**src/sv/i2cm_pkg.sv**
```systemverilog
// Shared types, codes and helpers for the I2C master bit engine.
`default_nettype none
package i2cm_pkg;

  localparam logic [2:0] OP_START   = 3'd0;
  localparam logic [2:0] OP_RESTART = 3'd1;
  localparam logic [2:0] OP_STOP    = 3'd2;
  localparam logic [2:0] OP_WRITE   = 3'd3;
  localparam logic [2:0] OP_READ    = 3'd4;
  localparam logic [2:0] OP_ACK     = 3'd5;
  localparam logic [2:0] OP_NACK    = 3'd6;
  localparam logic [2:0] OP_IDLE    = 3'd7;

  localparam logic [7:0] DIVIDER_RESET = 8'h09;
  localparam logic [3:0] ACK_SLOT      = 4'd8;
  localparam logic [1:0] Q_SAMPLE      = 2'd1;

  typedef struct packed {
    logic       command_valid;
    logic [2:0] command;
    logic [7:0] write_data;
    logic       sda_in;
  } in_item_t;

  typedef struct packed {
    logic       scl_low;
    logic       sda_low;
    logic       busy_res;
    logic       done_res;
    logic       no_ack_seen;
    logic [7:0] read_byte;
  } out_item_t;

  // Classified tick held between front and back.
  typedef struct packed {
    logic       go;
    logic [2:0] op;
    logic [7:0] data;
    logic       sda;
  } tick_t;

  function automatic logic [3:0] slot_count(input logic [2:0] op);
    logic [3:0] n;
    case (op)
      OP_WRITE: n = 4'd9;
      OP_READ:  n = 4'd8;
      default:  n = 4'd1;
    endcase
    return n;
  endfunction

  // Bit 0 drives SCL low, bit 1 drives SDA low.
  function automatic logic [1:0] quarter_drive(input logic [2:0] op, input logic [3:0] slot,
                                               input logic [1:0] q, input logic [7:0] sb);
    logic scl;
    logic sda;
    scl = 1'b0;
    sda = 1'b0;
    case (op)
      OP_START: scl = (q == 2'd3);
      OP_STOP:  scl = (q == 2'd0);
      default:  scl = (q == 2'd0) || (q == 2'd3);
    endcase
    case (op)
      OP_START, OP_RESTART: sda = (q >= 2'd2);
      OP_STOP:              sda = (q <= 2'd1);
      OP_WRITE:             sda = (slot < ACK_SLOT) ? ~sb[3'd7 - slot[2:0]] : 1'b0;
      OP_ACK:               sda = 1'b1;
      default:              sda = 1'b0;
    endcase
    return {sda, scl};
  endfunction

endpackage
`default_nettype wire

```
**src/sv/i2cm_fifo.sv**
```systemverilog
// Small first-in first-out queue of packed words.
`default_nettype none
module i2cm_fifo #(
  parameter int WIDTH = 8,
  parameter int DEPTH = 2
) (
  input  logic             clk,
  input  logic             rst,
  input  logic             push,
  input  logic [WIDTH-1:0] wdata,
  output logic             full,
  input  logic             pop,
  output logic [WIDTH-1:0] rdata,
  output logic             empty
);
  localparam int AW = (DEPTH > 1) ? $clog2(DEPTH) : 1;
  localparam int CW = $clog2(DEPTH + 1);

  logic [WIDTH-1:0] store [DEPTH];
  logic [AW-1:0]    wr_ptr;
  logic [AW-1:0]    rd_ptr;
  logic [CW-1:0]    count;
  logic             do_push;
  logic             do_pop;

  assign full    = (count == CW'(DEPTH));
  assign empty   = (count == '0);
  assign do_push = push && !full;
  assign do_pop  = pop && !empty;
  assign rdata   = store[rd_ptr];

  always_ff @(posedge clk) begin
    if (do_push) begin
      store[wr_ptr] <= wdata;
    end
  end

  always_ff @(posedge clk) begin
    if (rst) begin
      wr_ptr <= '0;
      rd_ptr <= '0;
      count  <= '0;
    end else begin
      if (do_push) begin
        wr_ptr <= (wr_ptr == AW'(DEPTH - 1)) ? '0 : wr_ptr + 1'b1;
      end
      if (do_pop) begin
        rd_ptr <= (rd_ptr == AW'(DEPTH - 1)) ? '0 : rd_ptr + 1'b1;
      end
      if (do_push && !do_pop) begin
        count <= count + 1'b1;
      end else if (do_pop && !do_push) begin
        count <= count - 1'b1;
      end
    end
  end

  a_count_bound: assert property (@(posedge clk) disable iff (rst) count <= CW'(DEPTH))
    else $error("queue count beyond depth");
  a_push_full: assert property (@(posedge clk) disable iff (rst)
      full && !do_pop |=> full)
    else $error("full queue lost an entry without a pop");
  a_pop_empty: assert property (@(posedge clk) disable iff (rst)
      empty && !do_push |=> empty)
    else $error("empty queue gained an entry without a push");
endmodule
`default_nettype wire

```
**src/sv/i2cm_front.sv**
```systemverilog
// Front end: accept input ticks, classify the command and queue them.
`default_nettype none
module i2cm_front import i2cm_pkg::*; #(
  parameter int DEPTH = 2
) (
  input  logic     clk,
  input  logic     rst,
  input  logic     push,
  input  in_item_t in_item,
  output logic     full,
  output logic     tick_valid,
  output tick_t    tick,
  input  logic     tick_take
);
  tick_t cls;
  logic  q_empty;

  // Code 7 carries no command; drop the valid flag here.
  always_comb begin
    cls.go   = in_item.command_valid && (in_item.command != OP_IDLE);
    cls.op   = in_item.command;
    cls.data = in_item.write_data;
    cls.sda  = in_item.sda_in;
  end

  i2cm_fifo #(.WIDTH($bits(tick_t)), .DEPTH(DEPTH)) u_queue (
    .clk   (clk),
    .rst   (rst),
    .push  (push),
    .wdata (cls),
    .full  (full),
    .pop   (tick_take),
    .rdata (tick),
    .empty (q_empty)
  );

  assign tick_valid = !q_empty;
endmodule
`default_nettype wire

```
**src/sv/i2cm_engine.sv**
```systemverilog
// Back end: bit engine that advances one tick per queued item.
`default_nettype none
module i2cm_engine import i2cm_pkg::*; (
  input  logic       clk,
  input  logic       rst,
  input  logic [7:0] divider,
  input  logic       tick_valid,
  input  tick_t      tick,
  output logic       tick_take,
  input  logic       res_ready,
  output logic       res_push,
  output out_item_t  res_item
);
  logic [7:0] tick_count, tick_count_next;
  logic [1:0] quarter, quarter_next;
  logic [3:0] bit_index, bit_index_next;
  logic [7:0] shift_byte, shift_byte_next;
  logic [2:0] active_op, active_op_next;
  logic       ack_status, ack_status_next;
  logic [1:0] line_drive, line_drive_next;
  logic [7:0] last_read, last_read_next;
  logic       done;

  assign tick_take = tick_valid && res_ready;
  assign res_push  = tick_take;

  always_comb begin
    tick_count_next = tick_count;
    quarter_next    = quarter;
    bit_index_next  = bit_index;
    shift_byte_next = shift_byte;
    active_op_next  = active_op;
    ack_status_next = ack_status;
    line_drive_next = line_drive;
    last_read_next  = last_read;
    done            = 1'b0;
    if (active_op == OP_IDLE) begin
      if (tick.go) begin
        active_op_next  = tick.op;
        tick_count_next = '0;
        quarter_next    = '0;
        bit_index_next  = '0;
        shift_byte_next = (tick.op == OP_READ) ? '0 : tick.data;
        line_drive_next = quarter_drive(tick.op, 4'd0, 2'd0, shift_byte_next);
      end
    end else if (tick_count >= divider) begin
      tick_count_next = '0;
      if (quarter == Q_SAMPLE) begin
        if (active_op == OP_WRITE && bit_index == ACK_SLOT) begin
          ack_status_next = tick.sda;
        end else if (active_op == OP_READ) begin
          shift_byte_next = {shift_byte[6:0], tick.sda};
        end
      end
      quarter_next = quarter + 1'b1;
      if (quarter_next == 2'd0) begin
        bit_index_next = bit_index + 1'b1;
      end
      if (bit_index_next >= slot_count(active_op)) begin
        if (active_op == OP_READ) begin
          last_read_next = shift_byte_next;
        end
        active_op_next = OP_IDLE;
        bit_index_next = '0;
        done           = 1'b1;
      end else begin
        line_drive_next = quarter_drive(active_op, bit_index_next, quarter_next,
                                        shift_byte_next);
      end
    end else begin
      tick_count_next = tick_count + 1'b1;
    end
  end

  always_comb begin
    res_item.scl_low     = line_drive_next[0];
    res_item.sda_low     = line_drive_next[1];
    res_item.busy_res    = (active_op_next != OP_IDLE);
    res_item.done_res    = done;
    res_item.no_ack_seen = ack_status_next;
    res_item.read_byte   = last_read_next;
  end

  always_ff @(posedge clk) begin
    if (rst) begin
      tick_count <= '0;
      quarter    <= '0;
      bit_index  <= '0;
      shift_byte <= '0;
      active_op  <= OP_IDLE;
      ack_status <= 1'b0;
      line_drive <= '0;
      last_read  <= '0;
    end else if (tick_take) begin
      tick_count <= tick_count_next;
      quarter    <= quarter_next;
      bit_index  <= bit_index_next;
      shift_byte <= shift_byte_next;
      active_op  <= active_op_next;
      ack_status <= ack_status_next;
      line_drive <= line_drive_next;
      last_read  <= last_read_next;
    end
  end

  a_done_idle: assert property (@(posedge clk) disable iff (rst)
      res_push && res_item.done_res |-> !res_item.busy_res)
    else $error("done reported while still busy");
  a_idle_clear: assert property (@(posedge clk) disable iff (rst)
      active_op == OP_IDLE |-> bit_index == 4'd0 && tick_count == 8'd0)
    else $error("idle engine holds stale slot or tick count");
  a_slot_range: assert property (@(posedge clk) disable iff (rst)
      active_op != OP_IDLE |-> bit_index < slot_count(active_op))
    else $error("slot index past end of command");
  a_hold: assert property (@(posedge clk) disable iff (rst)
      !tick_take |=> $stable(active_op) && $stable(line_drive))
    else $error("engine state moved without a tick");
endmodule
`default_nettype wire

```
**src/sv/i2c_master_byte_engine.sv**
```systemverilog
// I2C master bit engine: top level with input queue, engine and result queue.
//
// Each input transaction is one tick of the bit engine: a command flag, a
// command code, a write byte and the sampled SDA level. Push it while full is
// low. Each tick yields exactly one result transaction: SCL/SDA pull-down
// drive, busy, a done pulse, the ACK status of the last write and the last
// read byte. A result is waiting while empty is low and is taken with pop.
// A tick flows through the front queue, the engine and the result queue: the
// engine takes the tick at the head of the front queue and pushes its result
// into the result queue in the same cycle; from there it reaches the result
// ports and is taken with pop. Throughput is one tick per cycle while the
// result queue has room, set by the engine that updates its state once per
// taken tick. When the receiver stops popping the result queue fills, the
// engine holds, and full rises once the front queue is full too; no tick or
// result is dropped. The clock divider is written through cfg_we and cfg_wdata
// and acts on the next tick the engine runs. Reset empties both queues, puts
// the engine idle with both lines released, and loads the divider with 9.
`default_nettype none
module i2c_master_byte_engine import i2cm_pkg::*; #(
  parameter int QUEUE_DEPTH = 2
) (
  input  logic       clk,
  input  logic       rst,
  input  logic       push,
  input  in_item_t   in_item,
  output logic       full,
  output logic       empty,
  input  logic       pop,
  output out_item_t  out_item,
  input  logic       cfg_we,
  input  logic [7:0] cfg_wdata
);
  logic       divider_low;
  logic [7:0] divider;
  logic       tick_valid;
  tick_t      tick;
  logic       tick_take;
  logic       res_push;
  out_item_t  res_item;
  logic       res_full;

  always_ff @(posedge clk) begin
    if (rst) begin
      divider <= DIVIDER_RESET;
    end else if (cfg_we) begin
      divider <= cfg_wdata;
    end
  end

  assign divider_low = (divider == 8'd0);

  i2cm_front #(.DEPTH(QUEUE_DEPTH)) u_front (
    .clk        (clk),
    .rst        (rst),
    .push       (push),
    .in_item    (in_item),
    .full       (full),
    .tick_valid (tick_valid),
    .tick       (tick),
    .tick_take  (tick_take)
  );

  i2cm_engine u_engine (
    .clk        (clk),
    .rst        (rst),
    .divider    (divider),
    .tick_valid (tick_valid),
    .tick       (tick),
    .tick_take  (tick_take),
    .res_ready  (!res_full),
    .res_push   (res_push),
    .res_item   (res_item)
  );

  i2cm_fifo #(.WIDTH($bits(out_item_t)), .DEPTH(QUEUE_DEPTH)) u_res_queue (
    .clk   (clk),
    .rst   (rst),
    .push  (res_push),
    .wdata (res_item),
    .full  (res_full),
    .pop   (pop),
    .rdata (out_item),
    .empty (empty)
  );

  // With a zero divider every busy tick ends a quarter.
  a_fast_quarter: assert property (@(posedge clk) disable iff (rst)
      divider_low && tick_take && res_item.busy_res && !$past(cfg_we) |->
      u_engine.tick_count_next == 8'd0)
    else $error("quarter did not advance with zero divider");
  a_one_result: assert property (@(posedge clk) disable iff (rst)
      tick_take == res_push)
    else $error("tick taken without a result");
  a_no_loss: assert property (@(posedge clk) disable iff (rst)
      res_push |-> !res_full)
    else $error("result pushed into a full queue");
endmodule
`default_nettype wire
```
**config.mk**
```make
export PLATFORM = sky130hd
export DESIGN_NAME = i2c_master_byte_engine
export DESIGN_NICKNAME = d
export VERILOG_FILES = /design/src/sv/i2cm_pkg.sv /design/src/sv/i2cm_fifo.sv /design/src/sv/i2cm_front.sv /design/src/sv/i2cm_engine.sv /design/src/sv/i2c_master_byte_engine.sv
export SDC_FILE = /design/constraint.sdc
export NUM_CORES = 1
export LEC_CHECK = 0
export BUFFER_PORTS_ARGS = -buffer_cell sky130_fd_sc_hd__buf_2
export CORE_UTILIZATION = 35
export CTS_BUF_LIST = sky130_fd_sc_hd__clkbuf_2
export CTS_CLUSTER_DIAMETER = 120
export DETAILED_ROUTE_END_ITERATION = 10
export PLACE_DENSITY = 0.57
export SETUP_SLACK_MARGIN = 0.05
export SYNTH_ARGS = -nofsm -noshare
export SYNTH_HDL_FRONTEND = slang
export SYNTH_HIERARCHICAL = 1
export SYNTH_SLANG_ARGS = --single-unit
```
**constraint.sdc**
```tcl
create_clock -name clk -period 3.95 [get_ports clk]
set_input_delay 0.79 -clock clk [delete_from_list [all_inputs] [get_ports clk]]
set_output_delay 0.79 -clock clk [all_outputs]
set_load 0.02 [all_outputs]
```
## Word-level counts from Yosys, hierarchy flattened

Memories as Yosys holds them, arrays and structs flattened. A register that Yosys moved wholly into a read port is not among the register bits.
Index checks and enable logic that the tools add are counted.

| storage, ports and cells | value |
|---|---|
| flip-flop bits (word level) | 52 |
| RAM bits | 52 |
| input port bits | 26 |
| output and inout port bits | 15 |
| memories kept | 2 |

| cells by class | value |
|---|---|
| $add $sub $neg | 12 |
| $lt $le $gt $ge | 6 |
| equal/unequal tests | 18 |
| muxes and demuxes | 67 |
| bitwise logic cells | 2 |
| reduce and logical (&&, ||, !) cells | 32 |

Memories:

| memory | depth | bits a word | rd ports | clocked after memory_dff | write ports | RTL line | text |
|---|---|---|---|---|---|---|---|
| u_front.u_queue.store | 2 | 13 | 1 | 1 | 1 | i2cm_fifo.sv:19 | `logic [WIDTH-1:0] store [DEPTH];` |
| u_res_queue.store | 2 | 13 | 1 | 1 | 1 | i2cm_fifo.sv:19 |  |

Operators by type and width:

| cell | count |
|---|---|
| $mux 8 | 16 |
| $mux 4 | 9 |
| $mux 1 | 22 |
| $mux 2 | 11 |
| $eq 3x3->1 const B | 5 |
| $eq 3x2->1 const B | 4 |
| $mux 3 | 4 |
| $logic_and 1x1->1 | 11 |
| $add 8x1->8 const B | 1 |
| $ge 8x8->1 | 1 |
| $logic_not 1->1 | 8 |
| $pmux 4 s2 | 1 |
| $add 2x1->2 const B | 3 |
| $eq 2x2->1 const B | 3 |
| $logic_not 2->1 | 3 |
| $logic_not 3->1 | 2 |
| $ne 3x3->1 const B | 2 |
| $reduce_bool 2->1 | 3 |
| $add 1x1->1 const B | 4 |
| $add 4x1->4 const B | 1 |
| $eq 4x4->1 const B | 1 |
| $ge 4x4->1 | 1 |
| $lt 3x4->1 const B | 1 |
| $lt 4x4->1 const B | 1 |
| 15 further kinds | 19 |

## Longest topological paths before layout

Gate-level depths: netlist of the first run.

| logic depth | value |
|---|---|
| depth in word-level cells | 14 |
| depth in mapped cells | 12 |
| depth with buffers taken out | 10 |

## Modules after synthesis

Netlist of the first run, hierarchy kept.

Modules (own cells, without submodules):

| module | instances | cells an instance | area each (µm²) |
|---|---|---|---|
| i2cm_engine | 1 | 322 | 2,576.2 |
| i2cm_fifo | 2 | 65 | 1,149.9 |
| i2c_master_byte_engine | 1 | 27 | 296.5 |
| i2cm_front | 1 | 3 | 13.8 |

## Least setup slack after synthesis of the first run

No wires, ideal clock.

| timing | value |
|---|---|
| path type | flip-flop to flip-flop |
| start point | register u_engine.quarter[0] |
| end point | memory u_res_queue/store[0][11] in the netlist's numbering (data pin) |
| arrival time | 2.829 ns |
| data required time | 3.677 ns |
| setup slack | 0.848 ns |
| cell stages (with the launch flop) | 11 |
| buffers on the path | 1 |
| period minus slack after synthesis | 3.102 ns |
| cells stage by stage | dfxtp_1 > ha_1 > buf_6 > xor2_2 > inv_2 > ha_1 > or3b_1 > o41ai_4 > nand2_1 > a2111oi_2 > nor2_1 |

RTL lines:

| what | RTL line | text |
|---|---|---|
| from (decl) | i2cm_engine.sv:15 | `logic [1:0] quarter, quarter_next;` |
| from (signal assigned) | i2cm_engine.sv:96 | `quarter <= quarter_next;` |
| to (decl) | i2cm_fifo.sv:19 |  |

==> results.toml, run 1 <==
[synthesis]
synthArstFlopShare = 0
ys.flop_type = "dfxtp_1"
ys_seq_elements = 106
syn-cell-area_um2 = 5186
synth_fp_nets = 526
synth_cell_types = 60
synthCells = 482
yosys_warnings = 6
synth_area_per_cell_um2 = 10.76
yosysSeqAreaShare = 0.5095
synth_enable_flop_cells = 52

[worst_setup_path]
critPathCapture = "u_res_queue/store[1][11]"
crit_path_max_fanout = 11
crit_top_cell = "ha_1"
reg2reg_from = "u_engine/quarter[1]"
cp_top_family = "compound AO/OA/AOI/OAI gates"
critPathSlowestCell = "a2111oi_2"
regToRegSetupSlack_ns = 0.35
critical_path_depth = 9
path_class = "reg -> reg"
crit_path_end_kind = "flip-flop"
cpPeakStageDelay_ns = 0.51
critical_path_arrival_ns = 3.97
crit_start = "u_engine/quarter[1]"
startpoint_type = "flip-flop"
reg2reg_depth = 9
crit_chain = "ha_1, xor2_2, inv_2, ha_1, or3b_1, o41ai_4, nand2_1, a2111oi_2, nor2_1"
worst-path-buf-inv = 1
required_ns = 4.32
worst_r2r_endpoint = "u_res_queue/store[1][11]"

[grt]
grt_usage = 0.1493
grt_pass1_wl_mm = 17.28
overflow = 0
first_global_vias = 3448
grt_start_max_net_pins = 42
antenna_found_initial = 1

[route]
num_vias = 3562
drt-pass1-iter-count = 4
wl_mm = 10.54
drcViolationCount = 0
first_iter_violations = 184
ant_nets = 0
wl_per_cell_um = 15.05
vias_per_cell = 5.089

[timing]
rsz0062_at_grt = "false"
finalSetupTns_ns = 0
timing.slew.headroom = 0.4633
fin_worst_skew_ns = 0.05262
max_clock_freq_mhz = 277.7
worst_pin_slew_ns = 0.8051
drv_slew = 0
finalCritPeriodShare = 0.9116
period_minus_slack_ns = 3.601
hold_viol = 0
finalSetupViolCount = 0

[clock_tree]
clkLatencyLatePin_ns = 0.64
clk_pin_slew_ns = 0.31
post_cts_buffers = 0
cts_tree = "done"
cts_root_buffer = "clkbuf_2"
htree_levels = 3
hold_buffers = 0
cts_buffer_depth = 2
cts-resized-gates = 0
cts_buffers = 9
numClockSinks = 106

[pwr]
seq_power_share = 0.470
switchingPower_mw = 1.371
p_sw_frac = 0.4048
peakVddDrop_uv = 254.8
p_comb_frac = 0.393
p_leak_nw = 2.112
power_density_nw_per_um2 = 605.4
intPower_mw = 2.016
clkPwrFrac = 0.137

[place]
gp_congestion = 0.8875
place_hpwl_mm = 7.621
io_buffers = 40

[outcome]
status = "finished, final reports clean"

[hold_path]
hp-class = "in -> reg"

[die]
die_width_um = 123.7
rows = 44
die_y_um = 123.7
start_util = 0.3582
die-area_um2 = 15310
core_area_um2 = 14480
ios = 41

[final_layout]
nNetsFinal = 554
n_fill_cell = 1448
final_util = 0.3865
multiInputGateArea_um2 = 2308
drive_gt1_frac = 0.2097
register_area_um2 = 2643
area_growth_pct = 7.889

[job]
maxCapViolCount = 0
-- worst reg2reg max path, cell delays in order (launching register included) --
cell and delay, ns:
dfxtp_1 0.45, ha_1 0.44, xor2_2 0.27, inv_2 0.14, ha_1 0.31, or3b_1 0.41
o41ai_4 0.45, nand2_1 0.25, a2111oi_2 0.51, nor2_1 0.12
-- Yosys cell counts (8+ instances only) --
cell type  instances  area share
nor3_1            18       0.017
edfxtp_1          52        0.30
inv_1             24       0.017
a211oi_1          18       0.026
dfxtp_1           54        0.21
o21ai_0           23       0.022
xor2_1            10       0.017
nand2_1           21       0.015
nor2_1            62       0.045
mux2_2            28       0.061
ha_1              18       0.043
clkbuf_1           9      0.0065
a21oi_1           31       0.030
nand3_1           13       0.013
nand4_1            8      0.0097
mux2i_1           12       0.023
-- state kept, by name, indices dropped and copies added, names as in the netlist, 3 cells and up, named ones only --
signal                 count
u_engine/tick_count        8
u_engine/shift_byte        8
u_engine/last_read         8
u_res_queue/store         26
divider                    8
u_engine/active_op         3
u_front/u_queue/store     26
u_engine/bit_index         4
-- placed cells by master (no fill, tap or decap), types with 8 or more instances in the layout --
cell | Yosys | layout
a21oi_1 | 31 | 31
edfxtp_1 | 52 | 52
ha_1 | 18 | 18
dfxtp_1 | 54 | 54
a211oi_1 | 18 | 18
buf_2 | 7 | 40
mux2i_1 | 12 | 12
nor3_1 | 18 | 18
mux2_2 | 28 | 28
nand3_1 | 13 | 13
nand4_1 | 8 | 8
clkbuf_2 | 1 | 10
inv_1 | 24 | 24
nor2_1 | 62 | 62
xor2_1 | 10 | 10
nand2_1 | 21 | 21
o21ai_0 | 23 | 23
-- per-layer routing --
layer	GRT usage	up-vias	part of all wire	routed length, µm
met5	0	-	0	0
met4	0.06928	0	0.018	192
met3	0.03663	12	0.039	410
met2	0.2302	58	0.45	4712
met1	0.1963	1699	0.50	5219
li1	-	1793	-	-
-- how the worst min path moves through the flow --
stage / start / endpoint / slack (ns) / depth (start not counted)
finish: in_item[5] / u_front/u_queue/store[0][5] / 0.31 / 1
global route: in_item[0] / u_front/u_queue/store[0][0] / 0.25 / 1
CTS: in_item[5] / u_front/u_queue/store[0][5] / 0.24 / 1
detailed placement: u_front/u_queue/wr_ptr / u_front/u_queue/wr_ptr / 0.48 / 2
global placement: u_res_queue/wr_ptr / u_res_queue/wr_ptr / 0.46 / 2
floorplan: u_front/u_queue/wr_ptr / u_front/u_queue/wr_ptr / 0.45 / 2
-- stage by stage --
stage | setup slack [ns] | cell area, µm² | total power, mW | instances | hold WS, ns
floorplan | 0.8481 | 5186 | 2.592 | 482 | 0.4516
global placement | 0.5613 | 5494 | 2.923 | 683 | 0.4645
detailed placement | 0.4245 | 5494 | 2.947 | 683 | 0.4821
CTS | 0.3696 | 5593 | 3.423 | 699 | 0.2389
global route | 0.1138 | 5595 | 3.638 | 700 | 0.2454
finish | 0.3491 | 5595 | 3.387 | 700 | 0.3103
-- power by group through the flow --
stage                     combinational [mW]  clock (mW)  sequential [mW]
after floorplan                         1.06           0             1.53
after global placement                  1.31           0             1.61
after detailed placement                1.33           0             1.62
after CTS                               1.34       0.492             1.59
after global routing                    1.48       0.528             1.63
final                                   1.33       0.464             1.59
-- cell type report --
cell class / count / area share
sequential: 106 / 0.4723
tap: 184 / 0.04114
multi-input combinational: 325 / 0.4126
timing repair buffer: 42 / 0.03846
antenna: 1 / 0.0004472
inverter: 26 / 0.01744
clock inverter: 6 / 0.008721
clock buffer: 10 / 0.008945
-- cell families (layout without fill, tap and decap cells) --
logic type	count (synthesis)	count (layout)	synth area share
adder cells (fa/ha/maj)	18	18	0.04343
multiplexers	41	41	0.08685
other	0	1	0
flip-flops	106	106	0.5095
AO/OA/AOI/OAI	100	100	0.1370
AND/OR/NAND/NOR	153	153	0.1508
XOR/XNOR	13	13	0.02702
buffers and inverters	51	84	0.04535
No activity file was read; power rests on OpenSTA's default activity.
==> run 2: changes to the inputs <==
--- a/config.mk
+++ b/config.mk
@@ -10,7 +10,8 @@
 export CTS_BUF_LIST = sky130_fd_sc_hd__clkbuf_2
 export CTS_CLUSTER_DIAMETER = 120
 export DETAILED_ROUTE_END_ITERATION = 10
-export PLACE_DENSITY = 0.57
+export HOLD_SLACK_MARGIN = 0.03
+export PLACE_DENSITY_LB_ADDON = 0.15
 export SETUP_SLACK_MARGIN = 0.05
 export SYNTH_ARGS = -nofsm -noshare
 export SYNTH_HDL_FRONTEND = slang
==> run 2 against run 1 <==
Global-route usage is 0.94 points higher. Critical endpoint is now u_res_queue/store[0][11]. Non-clock buffer count increased by 3. Sequential power barely moved. Total power rose by 4.3%. Design area increased by 1.1%. Largest power group unchanged.
==> results.toml, run 2 (same netlist as run 1, synthesis figures left out) <==
[timing]
fin_ws_ns = 0.5192
finalCritPeriodShare = 0.8686
finalSetupViolCount = 0
timing.slew.headroom = 0.4684
fin_worst_skew_ns = 0.03784
hold_slack_ns = 0.3341
period_minus_slack_ns = 3.431
finalSetupTns_ns = 0
drv_slew = 0
rsz0062_at_grt = "false"
max_clock_freq_mhz = 291.5
hold_viol = 0
worst_pin_slew_ns = 0.7974

[final_layout]
instances_no_fill = 702
final_common_cell = "nor2_1"
num_antenna_cells = 0
final_cell_mix = "nor2_1, dfxtp_1, edfxtp_1"
final_util = 0.3909
stdcell_area_um2 = 5659
area_growth_pct = 9.119
nNetsFinal = 557
drive_gt1_frac = 0.2162
top_regs = "u_front/u_queue/store: 26 flops, u_res_queue/store: 26 flops"

[clock_tree]
htree_levels = 3
clkLatencyLatePin_ns = 0.62
post_cts_buffers = 0
cts_buffers = 9
cts_tree = "done"
clk_pin_slew_ns = 0.29
hold_buffers = 0
cts-resized-gates = 0
numClockSinks = 106
cts_buffer_depth = 2
cts_root_buffer = "clkbuf_2"

[die]
die-area_um2 = 15310
start_util = 0.3582
ios = 41
die_y_um = 123.7
core_area_um2 = 14480
rows = 44
die_width_um = 123.7

[route]
num_vias = 3600
wl_per_cell_um = 15.60
first_iter_violations = 198
drt-pass1-iter-count = 4
drcViolationCount = 0
ant_nets = 0
wl_mm = 10.95
vias_per_cell = 5.128

[place]
placed_area_um2 = 5517
io_buffers = 40
place_hpwl_mm = 8.068
dp.cells = 686
pre_cts_ws_ns = 0.5817
gp_congestion = 0.9075

[pwr]
power_mw = 3.533
power_density_nw_per_um2 = 624.3
intPower_mw = 2.151
peakVddDrop_uv = 271.0
clkPwrFrac = 0.167
p_leak_nw = 2.148
p_sw_frac = 0.3913
seq_power_share = 0.445
p_comb_frac = 0.388
switchingPower_mw = 1.382

[worst_setup_path]
path_class = "reg -> reg"
reg2reg_from = "u_engine/quarter[0]"
critical_path_arrival_ns = 3.88
crit_start = "u_engine/quarter[0]"
crit_top_cell = "ha_1"
critPathSlowestCell = "ha_1"
cp_top_family = "simple AND/OR/NAND/NOR gates"
crit_chain = "ha_1, xor2_2, inv_2, ha_1, or3b_1, o41ai_4, buf_4, and2_1, a221o_2, o211ai_2, nor2_1"
worst_r2r_endpoint = "u_res_queue/store[0][11]"
startpoint_type = "flip-flop"
reg2reg_depth = 11
crit_path_max_fanout = 11
crit_path_end_kind = "flip-flop"
required_ns = 4.40
cpPeakStageDelay_ns = 0.49
regToRegSetupSlack_ns = 0.52
worst-path-buf-inv = 2

[hold_path]
min_to = "u_front/u_queue/store[1][0]"
hp-class = "in -> reg"
hold_depth = 1
hp-start = "in_item[0]"

[grt]
grt_pass1_wl_mm = 18.28
grt_start_max_net_pins = 36
first_global_vias = 3565
antenna_found_initial = 0
grt_usage = 0.1587
overflow = 0

[job]
maxCapViolCount = 0

[outcome]
status = "finished, final reports clean"
[run 2: routing by layer]
layer	wire length (µm)	GRT usage	share of wire
met1	5212	0.2117	0.48
met2	5103	0.2497	0.47
met3	412	0.02885	0.038
met4	221	0.07154	0.020
met5	0	0	0
[run 2: cell type report]
| type | count | area [µm²] |
|---|---|---|
| Inverter | 26 | 97.59 |
| Multi-Input combinational cell | 325 | 2308 |
| Clock inverter | 5 | 87.58 |
| Clock buffer | 11 | 55.05 |
| Tap cell | 184 | 230.2 |
| Sequential cell | 106 | 2643 |
| Fill cell | 1470 | 8820 |
| Timing Repair Buffer | 45 | 237.7 |
[run 2: how the worst max path moves through the flow]
stage,to,slack (ns),cells after the start
after floorplan,u_res_queue/store[0][11],0.85,10
after CTS,u_res_queue/store[0][11],0.51,9
after global routing,u_res_queue/store[1][2],0.28,9
after detailed placement,u_res_queue/store[1][11],0.58,9
after global placement,u_res_queue/store[0][11],0.67,9
final,u_res_queue/store[0][11],0.52,11
[run 2: power groups by stage]
stage / sequential, mW / clock, mW / combinational [mW]
finish: 1.57 / 0.590 / 1.37
floorplan: 1.53 / 0 / 1.06
CTS: 1.57 / 0.622 / 1.39
global route: 1.60 / 0.663 / 1.53
global placement: 1.59 / 0 / 1.38
detailed placement: 1.60 / 0 / 1.38
